`src/hw/rtl/bcp_pkg.sv`:
```
package bcp_pkg;

	localparam int MoveW  = 16;
	localparam int ScoreW = 32;
	localparam int CfgIdxW = 2;
	localparam int CfgDataW = 31;

	localparam logic [CfgIdxW-1:0] RegMaxMoves = 2'd0;
	localparam logic [CfgIdxW-1:0] RegScoreDiff = 2'd1;
	localparam logic [CfgIdxW-1:0] RegBothCrit = 2'd2;

	typedef struct packed {
		logic [MoveW-1:0] move;
		logic             none;
		logic             last;
	} result_t;

	typedef enum logic {
		ST_LOAD,
		ST_EMIT
	} bstate_t;

endpackage

```
`src/hw/rtl/bcp_result_fifo.sv`:
```
module bcp_result_fifo import bcp_pkg::*; (
	input  logic    clk,
	input  logic    arst_n,
	input  logic    wr,
	input  result_t din,
	input  logic    rd,
	output logic    full,
	output logic    empty,
	output result_t dout
);

	result_t    mem_q [2];
	logic       wp_q, rp_q;
	logic [1:0] n_q;

	always_ff @(posedge clk) begin
		if (wr) mem_q[wp_q] <= din;
	end

	always_ff @(posedge clk or negedge arst_n) begin
		if (!arst_n) begin
			wp_q <= 1'b0;
			rp_q <= 1'b0;
			n_q  <= '0;
		end else begin
			if (wr) wp_q <= ~wp_q;
			if (rd) rp_q <= ~rp_q;
			n_q <= n_q + {1'b0, wr} - {1'b0, rd};
		end
	end

	assign full  = n_q == 2'd2;
	assign empty = n_q == 2'd0;
	assign dout  = mem_q[rp_q];

endmodule
```
`config.mk`:
```
export PLATFORM = sky130hd
export DESIGN_NAME = bcp_result_fifo
export DESIGN_NICKNAME = d
export VERILOG_FILES = /design/src/hw/rtl/bcp_pkg.sv /design/src/hw/rtl/bcp_result_fifo.sv
export SDC_FILE = /design/constraint.sdc
export NUM_CORES = 1
export LEC_CHECK = 0
export BUFFER_PORTS_ARGS = -buffer_cell sky130_fd_sc_hd__buf_2
export CAP_MARGIN = 0
export CORE_AREA = 5 5 69 71
export DETAILED_ROUTE_END_ITERATION = 8
export DIE_AREA = 0 0 74 76
export PLACE_DENSITY = 0.7
export SLEW_MARGIN = 40
export SYNTH_ARGS = -nofsm -noshare
export SYNTH_HDL_FRONTEND = slang
export SYNTH_SLANG_ARGS = --single-unit
```
`constraint.sdc`:
```
create_clock -name clk -period 2.2 [get_ports clk]
set_clock_uncertainty 0.1 [all_clocks]
set_input_delay 0.22 -clock clk [delete_from_list [all_inputs] [get_ports clk]]
set_output_delay 0.22 -clock clk [all_outputs]
set_load 0.01 [all_outputs]
```
-- Word level (Yosys, flattened, before mapping)
Memory sizes are Yosys's and may differ from the RTL's.
Cells that the tools add are included.
- logic and storage cells: 12
- bits of input ports: 22
- bits in writable memories: 36
- bits in registers: 4
- memories: 1
- output and inout port bits: 20
- reduce and logical (&&, ||, !) cells: 1
- mux-type cells: 2
- eq/ne operators: 1
- add/subtract/negate cells: 2
- bitwise operators: 2
- memory list (name ; words ; bits a word ; rd ports ; clocked after memory_dff ; wr ports ; line ; source):
    mem_q ; 2 ; 18 ; 1 ; 0 ; 1 ; bcp_result_fifo.sv:12 ; result_t mem_q [2];
- operator list (cell ; count):
    2-bit by 1-bit adder with 2-bit output ; 1
    2-bit == test (second input constant) ; 1
    2-bit zero test ; 1
    1-bit two-way mux ; 2
    1-bit inverter ; 2
    2-bit by 1-bit subtractor with 2-bit output ; 1

-- Longest topological paths before layout
Gate-level depths: netlist (run 1).
- word-level depth: 2
- mapped depth: 5
- gate-level depth less buffers: 5

-- Worst setup path after synthesis (run 1)
OpenSTA, ideal clock, no wires.
- path kind: register to register
- start point: register wp_q
- end point: memory mem_q[0][0] in the netlist's numbering, enable pin
- path slack: 0.479 ns
- arrival time: 1.227 ns
- path buffers: 0
- stages on the path, launching flop included: 2
- period minus slack after synthesis: 1.721 ns
- cells stage by stage: dfrtp_1 -> nor2b_1
- RTL lines (item ; line ; source):
    start: declaration ; bcp_result_fifo.sv:13 ; logic wp_q, rp_q;
    start signal: assignment ; bcp_result_fifo.sv:26 ; if (wr) wp_q <= ~wp_q;
    end: declaration ; bcp_result_fifo.sv:12 ;
Straight into the memory's write port.

==> results of run 1 <==
## registers in the layout, summed over array words and instances (netlist names)
name and cells:
rp_q 1, n_q 2, mem_q 36, wp_q 1
## stage by stage
stage | power, mW | util (%)
finish | 2.42 | 47.0
global route | 2.54 | 47.0
CTS | 2.45 | 46.3
detailed placement | 1.87 | 43.3
global placement | 1.84 | 43.3
floorplan | 1.64 | -
## layer usage
layer	vias to the layer above	global-route usage [%]
met5	-	0
met4	0	4.89
met3	7	5.15
met2	26	15.7
met1	361	9.23
li1	372	-
## cells by family after synthesis
logic type | share of synthesized area [%]
XOR/XNOR | 2.67
buffers and inverters | 2.51
adder cells (fa/ha/maj) | 1.62
multiplexers | 15.3
AND/OR/NAND/NOR | 1.46
flip-flops | 76.4
## what timing repair did
| item | CTS | global route |
|---|---|---|
| hold endpoints to repair | 4 | 6 |
| hold buffers | 1 | 3 |
| buffers inserted | 0 | 0 |
## worst min-delay path by stage
stage                       from                     to  slack, ns  cells after the start
final                     din[3]  mem_q[0][3]$_DFFE_PP_       0.02                      1
after global routing      din[4]  mem_q[0][4]$_DFFE_PP_     0.0003                      1
after CTS                 din[3]  mem_q[0][3]$_DFFE_PP_      0.002                      1
after detailed placement  arst_n       rp_q$_DFFE_PN0P_      -0.06                      1
after global placement    arst_n       n_q[1]$_DFF_PN0_      -0.07                      1
after floorplan           arst_n       n_q[0]$_DFF_PN0_      -0.18                      0
## cell usage in the layout (no fill, tap or decap)
| master | instances |
|---|---|
| sky130_fd_sc_hd__inv_1 | 2 |
| sky130_fd_sc_hd__nor2b_2 | 1 |
| sky130_fd_sc_hd__nor2_1 | 1 |
| sky130_fd_sc_hd__xor3_1 | 1 |
| sky130_fd_sc_hd__mux2_2 | 9 |
| sky130_fd_sc_hd__dfrtp_1 | 4 |
| sky130_fd_sc_hd__and2_1 | 1 |
| sky130_fd_sc_hd__nor2b_1 | 1 |
| sky130_fd_sc_hd__buf_4 | 3 |
| sky130_fd_sc_hd__edfxtp_1 | 36 |
| sky130_fd_sc_hd__bufinv_16 | 1 |
| sky130_fd_sc_hd__mux2_4 | 9 |
| sky130_fd_sc_hd__buf_2 | 41 |
| sky130_fd_sc_hd__clkbuf_8 | 5 |
| sky130_fd_sc_hd__ha_1 | 2 |
| sky130_fd_sc_hd__clkinv_2 | 1 |
| sky130_fd_sc_hd__xor2_1 | 2 |
| sky130_fd_sc_hd__dlygate4sd3_1 | 4 |
| sky130_fd_sc_hd__clkinvlp_4 | 1 |
## cell type report
class	instances	area, um2	area share [%]
clock buffers	5	68.8	3.51
clock inverters	3	42.5	2.17
inverters	2	7.51	0.383
multi-input cells	27	328	16.7
flip-flops and latches	40	1180	60.2
well taps	52	65.1	3.32
repair buffers	48	268	13.7
## worst max-delay path: stages, from the launching register on
cell and delay (ns):
sky130_fd_sc_hd__dfrtp_1 0.44, sky130_fd_sc_hd__buf_4 0.31, sky130_fd_sc_hd__mux2_2 0.37, sky130_fd_sc_hd__buf_2 0.14
## power breakdown
group	switching, mW	leakage (nW)	total, mW	internal (mW)
clock network	0.239	0.0541	0.574	0.335
logic	0.359	0.364	0.757	0.399
registers	0.0668	0.384	1.09	1.02
total	0.665	0.803	2.42	1.75
## Yosys cell counts, drive strengths merged
cell | number | share of area [%]
ha | 2 | 1.6
nor2 | 1 | 0.24
and2 | 1 | 0.41
mux2 | 18 | 15
edfxtp | 36 | 70
inv | 2 | 0.49
xor3 | 1 | 1.5
buf | 2 | 2.0
nor2b | 2 | 0.81
dfrtp | 4 | 6.5
xor2 | 2 | 1.1
==> impl_metrics.py, run 1 <==
metrics = {
    "route": {
        "postRouteWirelength_um": 2470,
        "detailroute.wirelength.met2_um": 1310,
        "met3_wirelength_um": 208,
        "drtPass1Iterations": 4,
        "dr_iter_0_viols": 5,
        "ant_nets": 0,
        "wirelength_met1_um": 892,
        "dr.max_layer_used": "met4",
        "via_count": 766,
        "routed_via_density": 4.33,
        "wl_per_cell_um": 13.9,
        "drc": 0,
    },
    "pwr": {
        "ir_drop_mv": 0.722,
        "power.leakage_nw": 0.803,
        "total_power_density_per_cell_area_nw_per_um2": 1230,
    },
    "setup_path": {
        "critical_r2r_launch": "wp_q$_DFFE_PN0P_",
        "worstPathRequired_ns": 1.88,
        "worstRegToRegCells": 2,
        "timing.critical_path.to_type": "output pin",
        "cp-endpoint": "dout[17]",
        "critPathLaunchType": "register",
        "r2r_end": "mem_q[0][16]$_DFFE_PP_",
        "critical_path_class": "register to output pin",
        "worst-r2r-setup-slack_ns": 0.76,
        "cp.arrival_ns": 1.55,
        "critPathLaunch": "rp_q$_DFFE_PN0P_",
        "worst-path-max-fanout": 16,
    },
    "synth": {
        "synthDistinctLibCells": 13,
        "synthesis.yosys.warnings": 0,
        "synth_nets": 95,
        "syn-instance-count": 71,
        "syn_area_um2": 1550,
        "synth_seq_cells": 40,
        "seq_area_frac_synth_pct": 76.4,
        "synth.avg_cell_area_um2": 21.8,
    },
    "place": {
        "buffer_ports.inserted": 41,
        "placedInstanceArea_um2": 1810,
        "place_congestion": 0.616,
        "pre_cts_slack_ns": 0.643,
        "place_inst": 165,
        "hpwlAfterDp_um": 1790,
    },
    "timing": {
        "finalSetupTns_ns": 0,
        "fin_hold_ws_ns": 0.0170,
        "setup-violations-final": 0,
        "layout_setup_ws_ns": 0.332,
        "tightest_slew_ns": 0.370,
        "worst_slew_margin_rel_pct": 75.2,
        "timing.final.max_slew_violations": 0,
        "min_period_over_period_pct": 84.9,
        "grt_setup_unrepaired": "false",
        "achievable-frequency_mhz": 535,
        "timing_hold_violations_final": 0,
        "post-route-min-period_ns": 1.87,
    },
    "cells_and_area": {
        "final_net_count": 148,
        "fillers": 357,
        "fraction_of_final_layout_cells_sized_beyond_drive_strength_1_pct": 56.8,
        "antenna_cells": 0,
        "final_cell_count_no_fill": 177,
        "area.growth.synth_to_final_pct": 26.9,
        "stdcell_area_um2": 1960,
    },
    "global_route": {
        "pin_count_of_the_biggest_net_entering_global_routing": 17,
        "antenna_violations_before_repair": 0,
        "grt_first_pass_wirelength_um": 3830,
        "grtUsageTotal_pct": 9.47,
        "first_global_vias": 851,
        "global_route.overflow_total": 0,
    },
    "die": {
        "num_rows": 24,
        "initial_utilization_pct": 37.0,
        "floorplan.die_area_um2": 5620,
        "die_h_um": 76,
        "num_ports": 42,
        "fp.dieW_um": 74,
        "core-area_um2": 4170,
    },
    "hold_path": {
        "path_type_of_the_worst_min_delay_path": "primary input to register",
    },
    "clocking": {
        "cts_root_buf": "sky130_fd_sc_hd__clkbuf_8",
        "numClockSinks": 40,
        "worst_skew_pair.late_latency_ns": 0.29,
        "total_cts_buffers": 5,
        "resized_gates_after_cts": 0,
        "htreeDepth": 2,
        "worst_setup_hold_path_clk_slew_ns": 0.07,
        "ctsLongestPathBuffers": 2,
        "cts_tree": "done",
    },
    "run_status": {
        "result_of_the_run": "completed",
    },
    "run": {
        "max-cap-violations": 0,
    },
}
No activity file was read; power rests on OpenSTA's default activity.
==> run 2: changes to the inputs <==
- clock period: 2.2 -> 1.85 ns (I/O delays scaled with it)
==> impl_metrics.py, run 2 (synthesis results as in run 1) <==
metrics = {
    "run_status": {
        "result_of_the_run": "completed",
    },
    "clocking": {
        "cts_setup_buffers": 0,
        "worst_skew_pair.late_latency_ns": 0.29,
        "ctsLongestPathBuffers": 2,
        "total_cts_buffers": 5,
        "ctsHoldBuffers": 20,
        "cts_root_buf": "sky130_fd_sc_hd__clkbuf_8",
        "htreeDepth": 2,
        "resized_gates_after_cts": 0,
        "numClockSinks": 40,
        "cts_tree": "done",
        "worst_setup_hold_path_clk_slew_ns": 0.07,
    },
    "route": {
        "ant_nets": 0,
        "via_count": 836,
        "postRouteWirelength_um": 2700,
        "dr_iter_0_viols": 17,
        "drtPass1Iterations": 4,
        "wl_per_cell_um": 13.9,
        "drc": 0,
        "routed_via_density": 4.31,
    },
    "cells_and_area": {
        "largest_register_ffs": 36,
        "biggestRegsByFlops": "mem_q: 36 flops, n_q: 2 flops",
        "layout_common_cells": "sky130_fd_sc_hd__buf_2 (41), sky130_fd_sc_hd__edfxtp_1 (36), sky130_fd_sc_hd__dlygate4sd3_1 (20)",
        "regMostFlops": "mem_q",
        "antenna_cells": 0,
        "final_net_count": 165,
        "final_cell_count_no_fill": 194,
        "fin_util_pct": 51.5,
        "fillers": 341,
        "area.growth.synth_to_final_pct": 39.1,
        "final_common_cell": "sky130_fd_sc_hd__buf_2",
        "fraction_of_final_layout_cells_sized_beyond_drive_strength_1_pct": 50.0,
    },
    "timing": {
        "min_period_over_period_pct": 90.3,
        "grt_setup_unrepaired": "false",
        "worst_slew_margin_rel_pct": 73.4,
        "post-route-min-period_ns": 1.67,
        "achievable-frequency_mhz": 599,
        "timing_hold_violations_final": 0,
        "setup-violations-final": 0,
        "fin_hold_ws_ns": 0.0219,
        "timing.final.max_slew_violations": 0,
        "finalSetupTns_ns": 0,
        "tightest_slew_ns": 0.397,
    },
    "pwr": {
        "power.leakage_nw": 0.882,
        "ir_drop_mv": 0.785,
        "total_power_density_per_cell_area_nw_per_um2": 1380,
    },
    "global_route": {
        "pin_count_of_the_biggest_net_entering_global_routing": 14,
        "grtUsageTotal_pct": 11.0,
        "grt_first_pass_wirelength_um": 4550,
        "antenna_violations_before_repair": 0,
        "first_global_vias": 963,
        "global_route.overflow_total": 0,
    },
    "die": {
        "num_rows": 24,
        "core-area_um2": 4170,
        "floorplan.die_area_um2": 5620,
        "die_h_um": 76,
        "fp.dieW_um": 74,
        "initial_utilization_pct": 37.0,
        "num_ports": 42,
    },
    "hold_path": {
        "path_type_of_the_worst_min_delay_path": "primary input to register",
        "worst_hold_startpoint": "wr",
        "hold_end": "wp_q$_DFFE_PN0P_",
        "hold_depth": 2,
    },
    "place": {
        "buffer_ports.inserted": 41,
        "place_inst": 166,
        "place_congestion": 0.617,
    },
    "setup_path": {
        "r2r_end": "mem_q[1][2]$_DFFE_PP_",
        "worst-path-max-fanout": 13,
        "critPathLaunchType": "register",
        "critical_r2r_launch": "wp_q$_DFFE_PN0P_",
        "critical_path_class": "register to output pin",
        "timing.critical_path.to_type": "output pin",
        "cp.arrival_ns": 1.39,
        "worst-r2r-setup-slack_ns": 0.50,
        "worstPathRequired_ns": 1.56,
        "worstRegToRegCells": 2,
    },
    "run": {
        "max-cap-violations": 0,
    },
}
-- run 2: cell types whose count changed in the layout (fill, tap and decap cells not counted), sizes merged --
cell / change
dlygate4sd3: +16
buf: +1
clkinvlp: -1
clkbuf: +1
-- run 2: final cells by class --
type	instances	area (um2)	area share, %
Tap cell	52	65.1	3.03
Inverter	2	7.51	0.349
Clock inverter	2	35.0	1.63
Multi-Input combinational cell	27	328	15.3
Clock buffer	6	72.6	3.38
Sequential cell	40	1180	54.9
Timing Repair Buffer	65	460	21.4
-- run 2: worst max-delay path: stages (launching register included) --
cell	delay [ns]
sky130_fd_sc_hd__dfrtp_1	0.35
sky130_fd_sc_hd__buf_4	0.23
sky130_fd_sc_hd__mux2_2	0.38
sky130_fd_sc_hd__buf_2	0.15
-- run 2: worst max-delay path by stage --
stage | startpoint | end | slack [ns] | depth (start not counted)
6_report | rp_q$_DFFE_PN0P_ | dout[3] | 0.18 | 3
5_1_grt | rp_q$_DFFE_PN0P_ | dout[3] | 0.09 | 3
4_1_cts | rp_q$_DFFE_PN0P_ | dout[3] | 0.15 | 3
3_5_place_dp | rp_q$_DFFE_PN0P_ | dout[3] | 0.48 | 3
3_3_place_gp | rp_q$_DFFE_PN0P_ | dout[4] | 0.52 | 3
2_1_floorplan | wp_q$_DFFE_PN0P_ | mem_q[0][0]$_DFFE_PP_ | 0.13 | 1
-- run 2: power by group --
part	internal (mW)	total (mW)	switching, mW
clock network	0.400	0.675	0.275
logic	0.544	1.01	0.462
registers	1.21	1.28	0.0655
-- run 2: metrics by stage --
stage	instance area [um2]	setup slack (ns)	total power [mW]
floorplan	1550	0.129	1.95
global placement	1840	0.520	2.24
detailed placement	1840	0.477	2.28
CTS	2150	0.149	2.99
global route	2150	0.0924	3.13
finish	2150	0.179	2.96
-- run 2: per-layer routing --
metal,vias to the layer above,GRT usage (%),wire length [um]
met4,0,3.26,45
met3,8,4.62,179
li1,408,-,-
met2,30,18.4,1420
met1,390,12.6,1060
met5,-,0,0
==> run 3: changes to the inputs <==
- CORE_AREA: 5 5 69 71 -> 5 5 73 75
- DIE_AREA: 0 0 74 76 -> 0 0 78 80
- PLACE_DENSITY: 0.7 -> 0.65
==> impl_metrics.py, run 3 (synthesis results as in run 1) <==
metrics = {
    "cells_and_area": {
        "area.growth.synth_to_final_pct": 38.2,
        "final_net_count": 166,
        "biggestRegsByFlops": "mem_q: 36 flops, n_q: 2 flops",
        "largest_register_ffs": 36,
        "antenna_cells": 0,
        "layout_common_cells": "sky130_fd_sc_hd__buf_2 (41), sky130_fd_sc_hd__edfxtp_1 (36), sky130_fd_sc_hd__dlygate4sd3_1 (19)",
        "fraction_of_final_layout_cells_sized_beyond_drive_strength_1_pct": 51.7,
        "fillers": 380,
        "regMostFlops": "mem_q",
        "final_common_cell": "sky130_fd_sc_hd__buf_2",
    },
    "timing": {
        "achievable-frequency_mhz": 601,
        "setup-violations-final": 0,
        "min_period_over_period_pct": 89.9,
        "post-route-min-period_ns": 1.66,
        "worst_slew_margin_rel_pct": 86.6,
        "tightest_slew_ns": 0.202,
        "timing.final.max_slew_violations": 0,
        "finalSetupTns_ns": 0,
        "grt_setup_unrepaired": "false",
        "timing_hold_violations_final": 0,
    },
    "route": {
        "postRouteWirelength_um": 2710,
        "wl_per_cell_um": 13.7,
        "dr_iter_0_viols": 16,
        "drc": 0,
        "routed_via_density": 4.28,
        "ant_nets": 0,
        "via_count": 844,
        "drtPass1Iterations": 2,
    },
    "clocking": {
        "cts_setup_buffers": 0,
        "cts_root_buf": "sky130_fd_sc_hd__clkbuf_8",
        "numClockSinks": 40,
        "resized_gates_after_cts": 0,
        "worst_setup_hold_path_clk_slew_ns": 0.07,
        "total_cts_buffers": 5,
        "worst_skew_pair.late_latency_ns": 0.28,
        "htreeDepth": 2,
        "cts_tree": "done",
        "ctsLongestPathBuffers": 2,
        "ctsHoldBuffers": 19,
    },
    "place": {
        "place_congestion": 0.608,
        "buffer_ports.inserted": 41,
        "hpwlAfterDp_um": 1970,
    },
    "setup_path": {
        "crit_chain": "buf_4 -> mux2_2 -> buf_2",
        "worst-path-max-fanout": 14,
        "cp_top_family": "buffers and inverters",
        "critPathLaunchType": "register",
        "critical_path_class": "register to output pin",
        "count_of_buffering_cells_on_the_critical_path_with_inverters_included": 2,
        "master_of_the_slowest_instance_on_the_critical_path": "sky130_fd_sc_hd__mux2_2",
        "timing.critical_path.to_type": "output pin",
        "worstPathRequired_ns": 1.56,
        "cp.arrival_ns": 1.38,
        "timing.critical_path.slowest_cell_delay_ns": 0.37,
    },
    "die": {
        "fp.dieW_um": 78,
        "num_ports": 42,
        "core-area_um2": 4600,
        "num_rows": 25,
        "die_h_um": 80,
        "initial_utilization_pct": 33.6,
        "floorplan.die_area_um2": 6240,
    },
    "pwr": {
        "total_power_density_per_cell_area_nw_per_um2": 1370,
        "ir_drop_mv": 0.737,
        "power.total_mw": 2.93,
        "power.leakage_nw": 0.880,
    },
    "global_route": {
        "grtUsageTotal_pct": 9.40,
        "global_route.overflow_total": 0,
        "grt_first_pass_wirelength_um": 4490,
        "pin_count_of_the_biggest_net_entering_global_routing": 15,
        "first_global_vias": 962,
        "antenna_violations_before_repair": 0,
    },
    "hold_path": {
        "path_type_of_the_worst_min_delay_path": "primary input to register",
    },
    "run_status": {
        "result_of_the_run": "completed",
    },
    "run": {
        "max-cap-violations": 0,
    },
}
==> run 3: layout make-up <==
type / count / area, um2 / share of cell area, %
Clock buffer: 5 / 68.8 / 3.22
Clock inverter: 3 / 42.5 / 1.99
Inverter: 2 / 7.51 / 0.351
Multi-Input combinational cell: 27 / 328 / 15.3
Sequential cell: 40 / 1180 / 55.3
Tap cell: 54 / 67.6 / 3.16
Timing Repair Buffer: 66 / 440 / 20.6
==> run 3: through the flow <==
stage	worst slack [ns]	hold WS, ns	util (%)	cell area (um2)	std cells
floorplan	0.129	-0.211	-	1550	71
global placement	0.493	-0.105	39.9	1830	170
global route	0.120	0.00561	46.4	2140	197
detailed placement	0.487	-0.103	39.9	1830	170
CTS	0.168	0.000965	46.4	2140	197
finish	0.187	0.00867	46.4	2140	197
==> run 3: worst paths after layout <==
kind	from	to	slack (ns)	depth (start not counted)
max in group asynchronous	arst_n	rp_q$_DFFE_PN0P_	1.41	2
max	rp_q$_DFFE_PN0P_	dout[3]	0.19	3
min reg2reg	wp_q$_DFFE_PN0P_	wp_q$_DFFE_PN0P_	0.41	1
max reg2reg	n_q[0]$_DFF_PN0_	n_q[1]$_DFF_PN0_	0.53	5
min	rd	rp_q$_DFFE_PN0P_	0.009	2
min in group asynchronous	arst_n	n_q[0]$_DFF_PN0_	0.12	2
==> run 3: layer usage <==
metal  share of wire (%)  GRT usage [%]  vias up  routed length (um)
met5                   0              0        -                   0
met4                0.52           2.53        0                  14
met3                 7.0           3.61        2                 189
met2                  51           15.9       33                1370
li1                    -              -      413                   -
met1                  42           11.2      396                1130
==> run 3: worst register-to-register path, cell delays in order, from the launching register on <==
cell                      delay (ns)
sky130_fd_sc_hd__dfrtp_1        0.37
sky130_fd_sc_hd__inv_1          0.06
sky130_fd_sc_hd__ha_1           0.27
sky130_fd_sc_hd__inv_1          0.06
sky130_fd_sc_hd__ha_1           0.14
sky130_fd_sc_hd__xor3_1         0.20
==> run 3: power by group <==
part / internal (mW) / switching [mW] / leakage (nW)
combinational: 0.526 / 0.451 / 0.442
sequential: 1.21 / 0.0664 / 0.384
clock: 0.399 / 0.280 / 0.0541
